**src/rtl/rsld_pkg.sv**
```systemverilog
`timescale 1ns / 1ps

package rsld_pkg;

  localparam int HwLeds          = 4;
  localparam int LedCountDefault = 4;
  localparam int LedIdxW         = 2;
  localparam int ColorW          = 2;
  localparam int ChanW           = 4;
  localparam int DutyW           = 12;
  localparam int PctW            = 7;
  localparam int TimeW           = 32;
  localparam int IntervalW       = 16;
  localparam int BrightW         = 8;
  localparam int CfgDataW        = 16;
  localparam int ProdW           = DutyW + PctW;

  localparam logic [BrightW-1:0] PctMin = 8'd5;
  localparam logic [BrightW-1:0] PctMax = 8'd100;

  // Division by 100 is done as a multiplication by ceil(2^26 / 100) and a shift.
  // The error stays below one for every product the unit can see.
  localparam int               RecipShift = 26;
  localparam int               RecipW     = 20;
  localparam logic [RecipW-1:0] Recip100  = 20'd671089;

  localparam logic [PctW-1:0] ScaleNone   = 7'd100;
  localparam logic [PctW-1:0] ScaleRed    = 7'd80;
  localparam logic [PctW-1:0] ScaleYellow = 7'd60;

  localparam logic [DutyW-1:0] DutyFull = 12'd4095;
  localparam logic [DutyW-1:0] DutyHalf = 12'd2048;

  typedef enum logic [2:0] {
    OP_TICK,
    OP_SET,
    OP_POWER,
    OP_GPS,
    OP_STEER,
    OP_IMU,
    OP_REFRESH,
    OP_NONE
  } op_e;

  typedef enum logic [ColorW-1:0] {
    COL_OFF,
    COL_RED,
    COL_YELLOW,
    COL_GREEN
  } color_e;

  typedef enum logic [0:0] {
    CFG_BRIGHTNESS,
    CFG_INTERVAL
  } cfg_reg_e;

  typedef enum logic [2:0] {
    ST_IDLE,
    ST_SCAN,
    ST_PICK,
    ST_CALC,
    ST_OUT
  } state_e;

  typedef enum logic [1:0] {
    STEP_RED_BRIGHT,
    STEP_RED_SCALE,
    STEP_GREEN_BRIGHT,
    STEP_GREEN_SCALE
  } step_e;

  typedef struct packed {
    logic               en;
    logic [LedIdxW-1:0] idx;
    color_e             color;
    logic               mode;
  } set_cmd_t;

  typedef struct packed {
    logic               en;
    logic [LedIdxW-1:0] idx;
    logic [TimeW-1:0]   now;
  } tick_cmd_t;

  typedef struct packed {
    color_e           color;
    logic             mode;
    logic             phase;
    logic [TimeW-1:0] last;
  } led_state_t;

  // Turns a set or status item into the write it makes on the LED store.
  function automatic set_cmd_t map_item(op_e op, logic [LedIdxW-1:0] idx,
                                        logic [ColorW-1:0] color, logic mode,
                                        logic [7:0] fq, logic a, logic b, logic c);
    set_cmd_t cmd;
    cmd = '{en: 1'b1, idx: idx, color: color_e'(color), mode: mode};
    case (op)
      OP_SET: begin
      end
      OP_POWER: begin
        cmd.idx = 2'd0;
        if (!a) begin
          cmd.color = COL_RED;    cmd.mode = 1'b0;
        end else if (!b) begin
          cmd.color = COL_YELLOW; cmd.mode = 1'b1;
        end else begin
          cmd.color = COL_GREEN;  cmd.mode = 1'b0;
        end
      end
      OP_GPS: begin
        cmd.idx  = 2'd1;
        cmd.mode = 1'b0;
        if (!a) begin
          cmd.color = COL_OFF;
        end else if (fq == 8'd0) begin
          cmd.color = COL_RED;
        end else if (fq == 8'd4) begin
          cmd.color = COL_GREEN;
        end else if (fq == 8'd5) begin
          cmd.color = COL_YELLOW; cmd.mode = 1'b1;
        end else begin
          cmd.color = COL_YELLOW;
        end
      end
      OP_STEER: begin
        cmd.idx  = 2'd2;
        cmd.mode = 1'b0;
        if (!a) begin
          cmd.color = COL_OFF;
        end else if (!b) begin
          cmd.color = COL_YELLOW;
        end else if (!c) begin
          cmd.color = COL_GREEN; cmd.mode = 1'b1;
        end else begin
          cmd.color = COL_GREEN;
        end
      end
      OP_IMU: begin
        cmd.idx  = 2'd3;
        cmd.mode = 1'b0;
        if (!a) begin
          cmd.color = COL_OFF;
        end else if (!b) begin
          cmd.color = COL_RED; cmd.mode = 1'b1;
        end else if (!c) begin
          cmd.color = COL_YELLOW;
        end else begin
          cmd.color = COL_GREEN;
        end
      end
      default: begin
        cmd.en = 1'b0;
      end
    endcase
    return cmd;
  endfunction

  function automatic logic [DutyW-1:0] base_red(color_e c);
    case (c)
      COL_RED, COL_YELLOW: return DutyFull;
      default:             return '0;
    endcase
  endfunction

  function automatic logic [DutyW-1:0] base_green(color_e c);
    case (c)
      COL_YELLOW: return DutyHalf;
      COL_GREEN:  return DutyFull;
      default:    return '0;
    endcase
  endfunction

  function automatic logic [PctW-1:0] scale_red(color_e c);
    case (c)
      COL_RED:    return ScaleRed;
      COL_YELLOW: return ScaleYellow;
      default:    return ScaleNone;
    endcase
  endfunction

  function automatic logic [PctW-1:0] scale_green(color_e c);
    case (c)
      COL_YELLOW: return ScaleYellow;
      default:    return ScaleNone;
    endcase
  endfunction

  function automatic logic [ChanW-1:0] red_pin(logic [LedIdxW-1:0] i);
    case (i)
      2'd0:    return 4'd13;
      2'd1:    return 4'd5;
      2'd2:    return 4'd1;
      default: return 4'd6;
    endcase
  endfunction

  function automatic logic [ChanW-1:0] green_pin(logic [LedIdxW-1:0] i);
    case (i)
      2'd0:    return 4'd14;
      2'd1:    return 4'd7;
      2'd2:    return 4'd0;
      default: return 4'd4;
    endcase
  endfunction

  function automatic logic [ChanW-1:0] blue_pin(logic [LedIdxW-1:0] i);
    case (i)
      2'd0:    return 4'd15;
      2'd1:    return 4'd12;
      2'd2:    return 4'd3;
      default: return 4'd2;
    endcase
  endfunction

endpackage

```
**src/rtl/rsld_scale.sv**
```systemverilog
`timescale 1ns / 1ps

module rsld_scale (
  input  logic                        clk_i,
  input  logic                        rst_ni,
  input  logic                        start_i,
  input  logic [rsld_pkg::DutyW-1:0]  x_i,
  input  logic [rsld_pkg::PctW-1:0]   f_i,
  output logic                        done_o,
  output logic [rsld_pkg::DutyW-1:0]  y_o
);
  import rsld_pkg::*;

  localparam int QuotW = ProdW + RecipW;

  logic                     p_valid_q;
  logic [ProdW-1:0]         p_q;
  logic                     y_valid_q;
  logic [DutyW-1:0]         y_q;
  logic [QuotW-1:0]         quot_full;

  // floor(p / 100) of the registered product, by reciprocal multiplication.
  assign quot_full = QuotW'(p_q) * QuotW'(Recip100);

  always_ff @(posedge clk_i or negedge rst_ni) begin
    if (!rst_ni) begin
      p_valid_q <= 1'b0;
      y_valid_q <= 1'b0;
    end else begin
      p_valid_q <= start_i;
      y_valid_q <= p_valid_q;
    end
  end

  always_ff @(posedge clk_i) begin
    p_q <= ProdW'(x_i) * ProdW'(f_i);
    y_q <= quot_full[RecipShift +: DutyW];
  end

  assign done_o = y_valid_q;
  assign y_o    = y_q;

endmodule

```
**src/rtl/rsld_led_store.sv**
```systemverilog
`timescale 1ns / 1ps

module rsld_led_store (
  input  logic                         clk_i,
  input  logic                         rst_ni,
  input  rsld_pkg::set_cmd_t           set_i,
  input  rsld_pkg::tick_cmd_t          tick_i,
  input  logic [rsld_pkg::LedIdxW-1:0] rd_idx_i,
  output rsld_pkg::led_state_t         rd_o
);
  import rsld_pkg::*;

  color_e           color_q [HwLeds];
  logic             mode_q  [HwLeds];
  logic             phase_q [HwLeds];
  logic [TimeW-1:0] last_q  [HwLeds];

  always_ff @(posedge clk_i or negedge rst_ni) begin
    if (!rst_ni) begin
      for (int i = 0; i < HwLeds; i++) begin
        color_q[i] <= COL_OFF;
        mode_q[i]  <= 1'b0;
        phase_q[i] <= 1'b0;
        last_q[i]  <= '0;
      end
    end else begin
      for (int i = 0; i < HwLeds; i++) begin
        if (set_i.en && set_i.idx == LedIdxW'(i)) begin
          color_q[i] <= set_i.color;
          mode_q[i]  <= set_i.mode;
          // Going solid forgets the blink phase; going blinking keeps it.
          if (!set_i.mode) begin
            phase_q[i] <= 1'b0;
          end
        end
        if (tick_i.en && tick_i.idx == LedIdxW'(i)) begin
          phase_q[i] <= ~phase_q[i];
          last_q[i]  <= tick_i.now;
        end
      end
    end
  end

  assign rd_o = '{color: color_q[rd_idx_i], mode: mode_q[rd_idx_i],
                  phase: phase_q[rd_idx_i], last: last_q[rd_idx_i]};

endmodule

```
**src/rtl/rgb_status_led_blink_dimmer.sv**
```systemverilog
`timescale 1ns / 1ps
// Each LED update picks the LED, makes four passes through the shared multiply and
// divide-by-100 unit, and presents the result until the receiver takes it.
// A set or status item makes at most one update and a refresh one per fitted LED; a tick
// first compares times for each fitted LED in turn, then updates each LED that toggles.
// Input is taken only while idle. Reset is asynchronous: all LEDs off and solid,
// phases and toggle times zero, brightness 100 and interval 500; no clearing pass.
module rgb_status_led_blink_dimmer #(
  parameter int LED_COUNT = rsld_pkg::LedCountDefault
) (
  input  logic                           clk_i,
  input  logic                           rst_ni,
  input  logic                           cfg_we_i,
  input  logic [0:0]                     cfg_index_i,
  input  logic [rsld_pkg::CfgDataW-1:0]  cfg_wdata_i,
  input  logic                           in_valid_i,
  output logic                           in_stall_o,
  input  logic [2:0]                     op_i,
  input  logic [rsld_pkg::LedIdxW-1:0]   led_index_i,
  input  logic [rsld_pkg::ColorW-1:0]    color_i,
  input  logic                           mode_i,
  input  logic [rsld_pkg::TimeW-1:0]     now_ms_i,
  input  logic [7:0]                     fix_quality_i,
  input  logic                           flag_a_i,
  input  logic                           flag_b_i,
  input  logic                           flag_c_i,
  output logic                           out_valid_o,
  input  logic                           out_stall_i,
  output logic [rsld_pkg::LedIdxW-1:0]   led_number_o,
  output logic [rsld_pkg::ChanW-1:0]     red_channel_o,
  output logic [rsld_pkg::ChanW-1:0]     green_channel_o,
  output logic [rsld_pkg::ChanW-1:0]     blue_channel_o,
  output logic [rsld_pkg::DutyW-1:0]     red_duty_o,
  output logic [rsld_pkg::DutyW-1:0]     green_duty_o,
  output logic [rsld_pkg::DutyW-1:0]     blue_duty_o,
  output logic                           last_of_run_o
);
  import rsld_pkg::*;

  localparam int                  NumLeds = (LED_COUNT < HwLeds) ? LED_COUNT : HwLeds;
  localparam logic [HwLeds-1:0]   OkMask  = HwLeds'((1 << NumLeds) - 1);
  localparam logic [LedIdxW-1:0]  LastLed = LedIdxW'(NumLeds - 1);

  state_e                 state_q, state_d;
  logic [HwLeds-1:0]      mask_q, mask_d;
  logic [LedIdxW-1:0]     cur_q, cur_d;
  logic [LedIdxW-1:0]     scan_q, scan_d;
  logic [TimeW-1:0]       now_q, now_d;
  logic                   last_q, last_d;
  step_e                  step_q, step_d;
  logic                   busy_q, busy_d;
  logic [DutyW-1:0]       red_q, red_d;
  logic [DutyW-1:0]       green_q, green_d;
  logic [BrightW-1:0]     bright_q;
  logic [IntervalW-1:0]   interval_q;

  logic                   in_accept;
  set_cmd_t               mapped;
  set_cmd_t               set_cmd;
  tick_cmd_t              tick_cmd;
  logic [LedIdxW-1:0]     rd_idx;
  led_state_t             st;
  logic [TimeW-1:0]       elapsed;
  logic                   hit;
  logic                   lit;
  color_e                 col_eff;
  logic [PctW-1:0]        bright_pct;
  logic                   unit_start;
  logic [DutyW-1:0]       unit_x;
  logic [PctW-1:0]        unit_f;
  logic                   unit_done;
  logic [DutyW-1:0]       unit_y;
  logic [LedIdxW-1:0]     pick_idx;
  logic [HwLeds-1:0]      pick_rest;

  always_ff @(posedge clk_i or negedge rst_ni) begin
    if (!rst_ni) begin
      bright_q   <= PctMax;
      interval_q <= 16'd500;
    end else if (cfg_we_i) begin
      case (cfg_reg_e'(cfg_index_i))
        CFG_BRIGHTNESS: bright_q   <= cfg_wdata_i[BrightW-1:0];
        CFG_INTERVAL:   interval_q <= cfg_wdata_i[IntervalW-1:0];
        default: begin
        end
      endcase
    end
  end

  always_comb begin
    if (bright_q < PctMin) begin
      bright_pct = PctMin[PctW-1:0];
    end else if (bright_q > PctMax) begin
      bright_pct = PctMax[PctW-1:0];
    end else begin
      bright_pct = bright_q[PctW-1:0];
    end
  end

  assign in_accept = in_valid_i && !in_stall_o;
  assign mapped    = map_item(op_e'(op_i), led_index_i, color_i, mode_i,
                              fix_quality_i, flag_a_i, flag_b_i, flag_c_i);

  assign rd_idx  = (state_q == ST_SCAN) ? scan_q : cur_q;
  assign elapsed = now_q - st.last;
  assign hit     = st.mode && (elapsed >= {{(TimeW-IntervalW){1'b0}}, interval_q});
  assign lit     = !st.mode || st.phase;
  assign col_eff = lit ? st.color : COL_OFF;

  // Lowest pending LED goes first.
  always_comb begin
    pick_idx = '0;
    for (int i = HwLeds - 1; i >= 0; i--) begin
      if (mask_q[i]) begin
        pick_idx = LedIdxW'(i);
      end
    end
    pick_rest = mask_q & ~(HwLeds'(1) << pick_idx);
  end

  always_comb begin
    case (step_q)
      STEP_RED_BRIGHT: begin
        unit_x = base_red(col_eff);   unit_f = bright_pct;
      end
      STEP_RED_SCALE: begin
        unit_x = red_q;               unit_f = scale_red(col_eff);
      end
      STEP_GREEN_BRIGHT: begin
        unit_x = base_green(col_eff); unit_f = bright_pct;
      end
      default: begin
        unit_x = green_q;             unit_f = scale_green(col_eff);
      end
    endcase
  end

  always_comb begin
    state_d    = state_q;
    mask_d     = mask_q;
    cur_d      = cur_q;
    scan_d     = scan_q;
    now_d      = now_q;
    last_d     = last_q;
    step_d     = step_q;
    busy_d     = busy_q;
    red_d      = red_q;
    green_d    = green_q;
    set_cmd    = '{en: 1'b0, idx: '0, color: COL_OFF, mode: 1'b0};
    tick_cmd   = '{en: 1'b0, idx: scan_q, now: now_q};
    unit_start = 1'b0;
    case (state_q)
      ST_IDLE: begin
        if (in_accept) begin
          now_d = now_ms_i;
          case (op_e'(op_i))
            OP_TICK: begin
              scan_d  = '0;
              mask_d  = '0;
              state_d = ST_SCAN;
            end
            OP_REFRESH: begin
              mask_d  = OkMask;
              state_d = ST_PICK;
            end
            default: begin
              // A target beyond the fitted LEDs leaves the store untouched.
              if (mapped.en && OkMask[mapped.idx]) begin
                set_cmd = mapped;
                mask_d  = HwLeds'(1) << mapped.idx;
              end
              state_d = ST_PICK;
            end
          endcase
        end
      end
      ST_SCAN: begin
        tick_cmd.en = hit;
        if (hit) begin
          mask_d[scan_q] = 1'b1;
        end
        if (scan_q == LastLed) begin
          state_d = ST_PICK;
        end else begin
          scan_d = scan_q + 1'b1;
        end
      end
      ST_PICK: begin
        if (mask_q == '0) begin
          state_d = ST_IDLE;
        end else begin
          cur_d   = pick_idx;
          mask_d  = pick_rest;
          last_d  = (pick_rest == '0);
          step_d  = STEP_RED_BRIGHT;
          busy_d  = 1'b0;
          state_d = ST_CALC;
        end
      end
      ST_CALC: begin
        if (!busy_q) begin
          unit_start = 1'b1;
          busy_d     = 1'b1;
        end else if (unit_done) begin
          busy_d = 1'b0;
          if (step_q == STEP_RED_BRIGHT || step_q == STEP_RED_SCALE) begin
            red_d = unit_y;
          end else begin
            green_d = unit_y;
          end
          if (step_q == STEP_GREEN_SCALE) begin
            state_d = ST_OUT;
          end else begin
            step_d = step_e'(step_q + 1'b1);
          end
        end
      end
      ST_OUT: begin
        if (!out_stall_i) begin
          state_d = last_q ? ST_IDLE : ST_PICK;
        end
      end
      default: begin
        state_d = ST_IDLE;
      end
    endcase
  end

  always_ff @(posedge clk_i or negedge rst_ni) begin
    if (!rst_ni) begin
      state_q <= ST_IDLE;
      mask_q  <= '0;
      scan_q  <= '0;
      step_q  <= STEP_RED_BRIGHT;
      busy_q  <= 1'b0;
      last_q  <= 1'b0;
    end else begin
      state_q <= state_d;
      mask_q  <= mask_d;
      scan_q  <= scan_d;
      step_q  <= step_d;
      busy_q  <= busy_d;
      last_q  <= last_d;
    end
  end

  always_ff @(posedge clk_i) begin
    cur_q   <= cur_d;
    now_q   <= now_d;
    red_q   <= red_d;
    green_q <= green_d;
  end

  rsld_led_store u_store (
    .clk_i    (clk_i),
    .rst_ni   (rst_ni),
    .set_i    (set_cmd),
    .tick_i   (tick_cmd),
    .rd_idx_i (rd_idx),
    .rd_o     (st)
  );

  rsld_scale u_scale (
    .clk_i   (clk_i),
    .rst_ni  (rst_ni),
    .start_i (unit_start),
    .x_i     (unit_x),
    .f_i     (unit_f),
    .done_o  (unit_done),
    .y_o     (unit_y)
  );

  assign in_stall_o      = (state_q != ST_IDLE);
  assign out_valid_o     = (state_q == ST_OUT);
  assign led_number_o    = cur_q;
  assign red_channel_o   = red_pin(cur_q);
  assign green_channel_o = green_pin(cur_q);
  assign blue_channel_o  = blue_pin(cur_q);
  assign red_duty_o      = red_q;
  assign green_duty_o    = green_q;
  assign blue_duty_o     = '0;
  assign last_of_run_o   = last_q;

`ifndef NO_ASSERTIONS
  a_busy_after_accept: assert property (@(posedge clk_i) disable iff (!rst_ni)
    in_accept |=> in_stall_o)
    else $error("block took a transaction but did not go busy");

  a_unit_only_in_calc: assert property (@(posedge clk_i) disable iff (!rst_ni)
    unit_done |-> (state_q == ST_CALC && busy_q))
    else $error("scaling unit finished outside a calculation step");

  a_last_ends_run: assert property (@(posedge clk_i) disable iff (!rst_ni)
    (out_valid_o && last_of_run_o && !out_stall_i) |=> (!out_valid_o && mask_q == '0))
    else $error("updates continued after the final one of a transaction");

  a_idle_clean: assert property (@(posedge clk_i) disable iff (!rst_ni)
    (state_q == ST_IDLE) |-> (mask_q == '0))
    else $error("LED updates left pending while idle");
`endif

endmodule

```
**config.mk**
```make
export PLATFORM = sky130hd
export DESIGN_NAME = rgb_status_led_blink_dimmer
export DESIGN_NICKNAME = d
export VERILOG_FILES = /design/src/rtl/rsld_pkg.sv /design/src/rtl/rsld_scale.sv /design/src/rtl/rsld_led_store.sv /design/src/rtl/rgb_status_led_blink_dimmer.sv
export SDC_FILE = /design/constraint.sdc
export NUM_CORES = 1
export LEC_CHECK = 0
export BUFFER_PORTS_ARGS = -buffer_cell sky130_fd_sc_hd__buf_2
export CAP_MARGIN = 15
export CORE_UTILIZATION = 39
export CTS_CLUSTER_DIAMETER = 80
export DETAILED_ROUTE_END_ITERATION = 10
export SKIP_LAST_GASP = 1
export SLEW_MARGIN = 30
export SYNTH_ARGS = -nofsm -noshare
export SYNTH_HDL_FRONTEND = slang
export SYNTH_SLANG_ARGS = --single-unit
```
**constraint.sdc**
```tcl
create_clock -name clk_i -period 18.7 [get_ports clk_i]
set_input_delay 3.74 -clock clk_i [delete_from_list [all_inputs] [get_ports clk_i]]
set_output_delay 3.74 -clock clk_i [all_outputs]
set_load 0.02 [all_outputs]
```
==> impl_metrics.py <==
metrics = {
    "place": {
        "hpwlAfterDp_um": 48400,
        "port_buffers": 113,
        "place.gp.congestion": 0.877,
    },
    "clocking": {
        "cts_tree": "yes",
        "clock_path_buffers": 3,
        "cts_resized": 0,
        "clk_pin_slew_ns": 0.06,
        "clk_latency_ns": 0.59,
        "cts_setup_buffers": 0,
        "cts_made_buffers": 31,
        "h-tree-depth": 1,
        "postCtsHoldBufs": 0,
        "cts.sinks": 272,
        "cts-root-buf": "clkbuf_16",
    },
    "worst_setup_path": {
        "endpoint": "u_scale.p_q[18]",
        "cp-startpoint": "state_q[0]",
        "ff2ff_path_depth": 29,
        "cp_slowest_cell": "buf_4",
        "cp_common_cell": "fa_1",
        "cp_data_required_time_ns": 19.21,
        "r2r_slack_ns": 9.92,
        "path_max_fanout": 41,
        "cp.arrival_ns": 9.28,
        "end_kind": "flop",
        "crit_type": "reg -> reg",
        "r2r_end": "u_scale.p_q[18]",
        "max_stage_delay_ns": 0.71,
        "critPathLaunchType": "flop",
        "r2r-start": "state_q[0]",
    },
    "sta": {
        "setup_viol": 0,
        "clock.fmax_ghz": 0.114,
        "worst_pin_slew_ns": 1.06,
        "finalSetupTns_ns": 0,
        "slew_violations": 0,
        "hold_violations": 0,
        "clock_skew_ns": 0.0166,
        "relSlewSlack_pct": 29.3,
        "period_needed_ns": 8.78,
        "fin_crit_sh_pct": 46.9,
        "rsz0062_at_grt": "no",
    },
    "floorplan": {
        "ios": 126,
        "die_area_sq_mm": 0.0647,
        "start_util_pct": 39.4,
        "core_area_sq_mm": 0.0630,
        "die-height_um": 254,
        "row_count": 92,
        "die_w_um": 254,
    },
    "routing": {
        "via_count": 20100,
        "drt_first_pass_iters": 5,
        "met3_wirelength_um": 4060,
        "routed_wirelength_um": 68300,
        "wl_per_cell_um": 19.3,
        "wl_met1_um": 31700,
        "drt_iter0_markers": 1747,
        "met2_length_um": 31100,
        "viasPerCell": 5.68,
        "post-route-drc-count": 0,
        "routed.top_layer": "met4",
        "ant_nets": 0,
    },
    "job": {
        "drv_cap": 0,
    },
    "synth": {
        "syn_area_sq_mm": 0.0248,
        "ys_seq_area_share_pct": 28.0,
        "syn-mean-instance-area_sq_um": 9.32,
        "synthArstFlopShare_pct": 67.3,
        "yosys.cell_types.count": 77,
        "yosys_warnings": 0,
        "synth-edff-count": 58,
        "yosysTopAreaCellShare_pct": 17.5,
        "netlist_top_cells_area": "dfrtp_1 (18%), fa_1 (14%), ha_1 (13%)",
        "syn_inst": 2663,
        "synth-seq-cells": 272,
        "synth_top_cell_by_area": "dfrtp_1",
        "synthFlopType": "dfrtp_1",
    },
    "finish": {
        "diodes": 0,
        "final_common_cell": "inv_1",
        "area_growth_pct": 8.91,
        "final_cell_mix": "inv_1 (323), ha_1 (255), nand3_1 (249), o21ai_0 (191), fa_1 (175)",
        "drive_gt1_share_pct": 10.3,
        "fin_nets": 3174,
    },
    "global_route": {
        "grt_pass1_vias": 20000,
        "grt_max_degree": 231,
        "antenna_found_initial": 3,
        "globalRouteOverflowTotal": 0,
        "grt_first_pass_wirelength_um": 110000,
        "track_usage_pct": 21.3,
    },
    "hold_path": {
        "hp-class": "reg -> reg",
    },
    "run_status": {
        "status": "completed",
    },
}
## flip-flops by register name, summed over array words and instances, names as in the netlist, 3 cells and up
name             flops
mask_q               4
u_scale.p_q         19
u_store.mode_q       4
bright_q             8
green_duty_o        12
red_duty_o          12
u_store.color_q      8
now_q               32
u_store.phase_q      4
interval_q          16
state_q              3
u_store.last_q     128
u_scale.y_o         12
## per-stage QoR
stage / worst slack (ns) / util, % / hold WS (ns) / cell area (sq um) / cells
after floorplan: 10.65 / - / 0.331 / 24900 / 2674
after global placement: 10.08 / 41.3 / 0.332 / 26000 / 3483
after detailed placement: 9.96 / 41.3 / 0.335 / 26000 / 3483
after CTS: 9.93 / 42.9 / 0.349 / 27000 / 3540
after global routing: 9.30 / 42.9 / 0.373 / 27000 / 3541
final: 9.92 / 42.9 / 0.348 / 27000 / 3541
## metal layers
metal | vias to the layer above | global-route usage, %
li1 | 9364 | -
met1 | 10000 | 30.9
met2 | 611 | 33.6
met3 | 89 | 2.91
met4 | 0 | 4.82
met5 | - | 0
## final cells by class
class / count / area, sq um
fillers: 6088 / 35900
clock buffers: 40 / 851
flip-flops and latches: 272 / 6950
inverters: 325 / 1220
well taps: 846 / 1060
repair buffers: 130 / 734
clock inverters: 17 / 146
multi-input cells: 1911 / 16100
## cell usage after synthesis, drive strengths merged, types with 9 or more instances
| cell | n |
|---|---|
| fa | 175 |
| buf | 52 |
| o21a | 116 |
| clkbuf | 114 |
| dfstp | 9 |
| a21boi | 36 |
| dfrtp | 174 |
| o211ai | 110 |
| mux2 | 29 |
| a31oi | 49 |
| xor2 | 12 |
| edfxtp | 58 |
| mux2i | 10 |
| a211oi | 16 |
| xnor2 | 32 |
| nor4 | 9 |
| and2 | 14 |
| a21oi | 76 |
| nor2b | 15 |
| nor3 | 28 |
| nand3 | 249 |
| o21ai | 197 |
| ha | 255 |
| nor2 | 150 |
| mux4 | 33 |
| a21o | 23 |
| nand2b | 14 |
| nand2 | 128 |
| inv | 324 |
| dfxtp | 31 |
## worst min path at each step
stage	end	start	slack, ns	cells after the start
2_1_floorplan	u_scale.done_o	u_scale.p_valid_q	0.33	0
3_3_place_gp	u_scale.done_o	u_scale.p_valid_q	0.33	0
3_5_place_dp	u_scale.done_o	u_scale.p_valid_q	0.33	0
4_1_cts	u_scale.done_o	u_scale.p_valid_q	0.35	0
5_1_grt	u_scale.done_o	u_scale.p_valid_q	0.37	0
6_report	u_scale.done_o	u_scale.p_valid_q	0.35	0
## kinds of logic after synthesis
| logic type | after synthesis | share of synthesized area, % |
|---|---|---|
| AOI/OAI and AO/OA | 696 | 18.4 |
| xor gates and xnor gates | 44 | 1.55 |
| adders and majority gates | 430 | 27.0 |
| buffers and inverters | 491 | 7.80 |
| DFF | 272 | 28.0 |
| muxes | 72 | 4.71 |
| other | 1 | 0.0151 |
| and+or+nand+nor | 657 | 12.6 |
## critical path, delay by kind of cell (launching register included)
family | cells | cell delay [ns]
compound gates | 7 | 1.49
xor+xnor | 1 | 0.13
mux | 2 | 0.78
simple gates | 8 | 1.94
flops | 1 | 0.60
fa+ha+maj | 6 | 2.66
buf+inv | 5 | 1.09
Power is left out: the tool's default activity adds up to more than one toggle a clock period on the data nets, which glitch-free logic cannot reach.
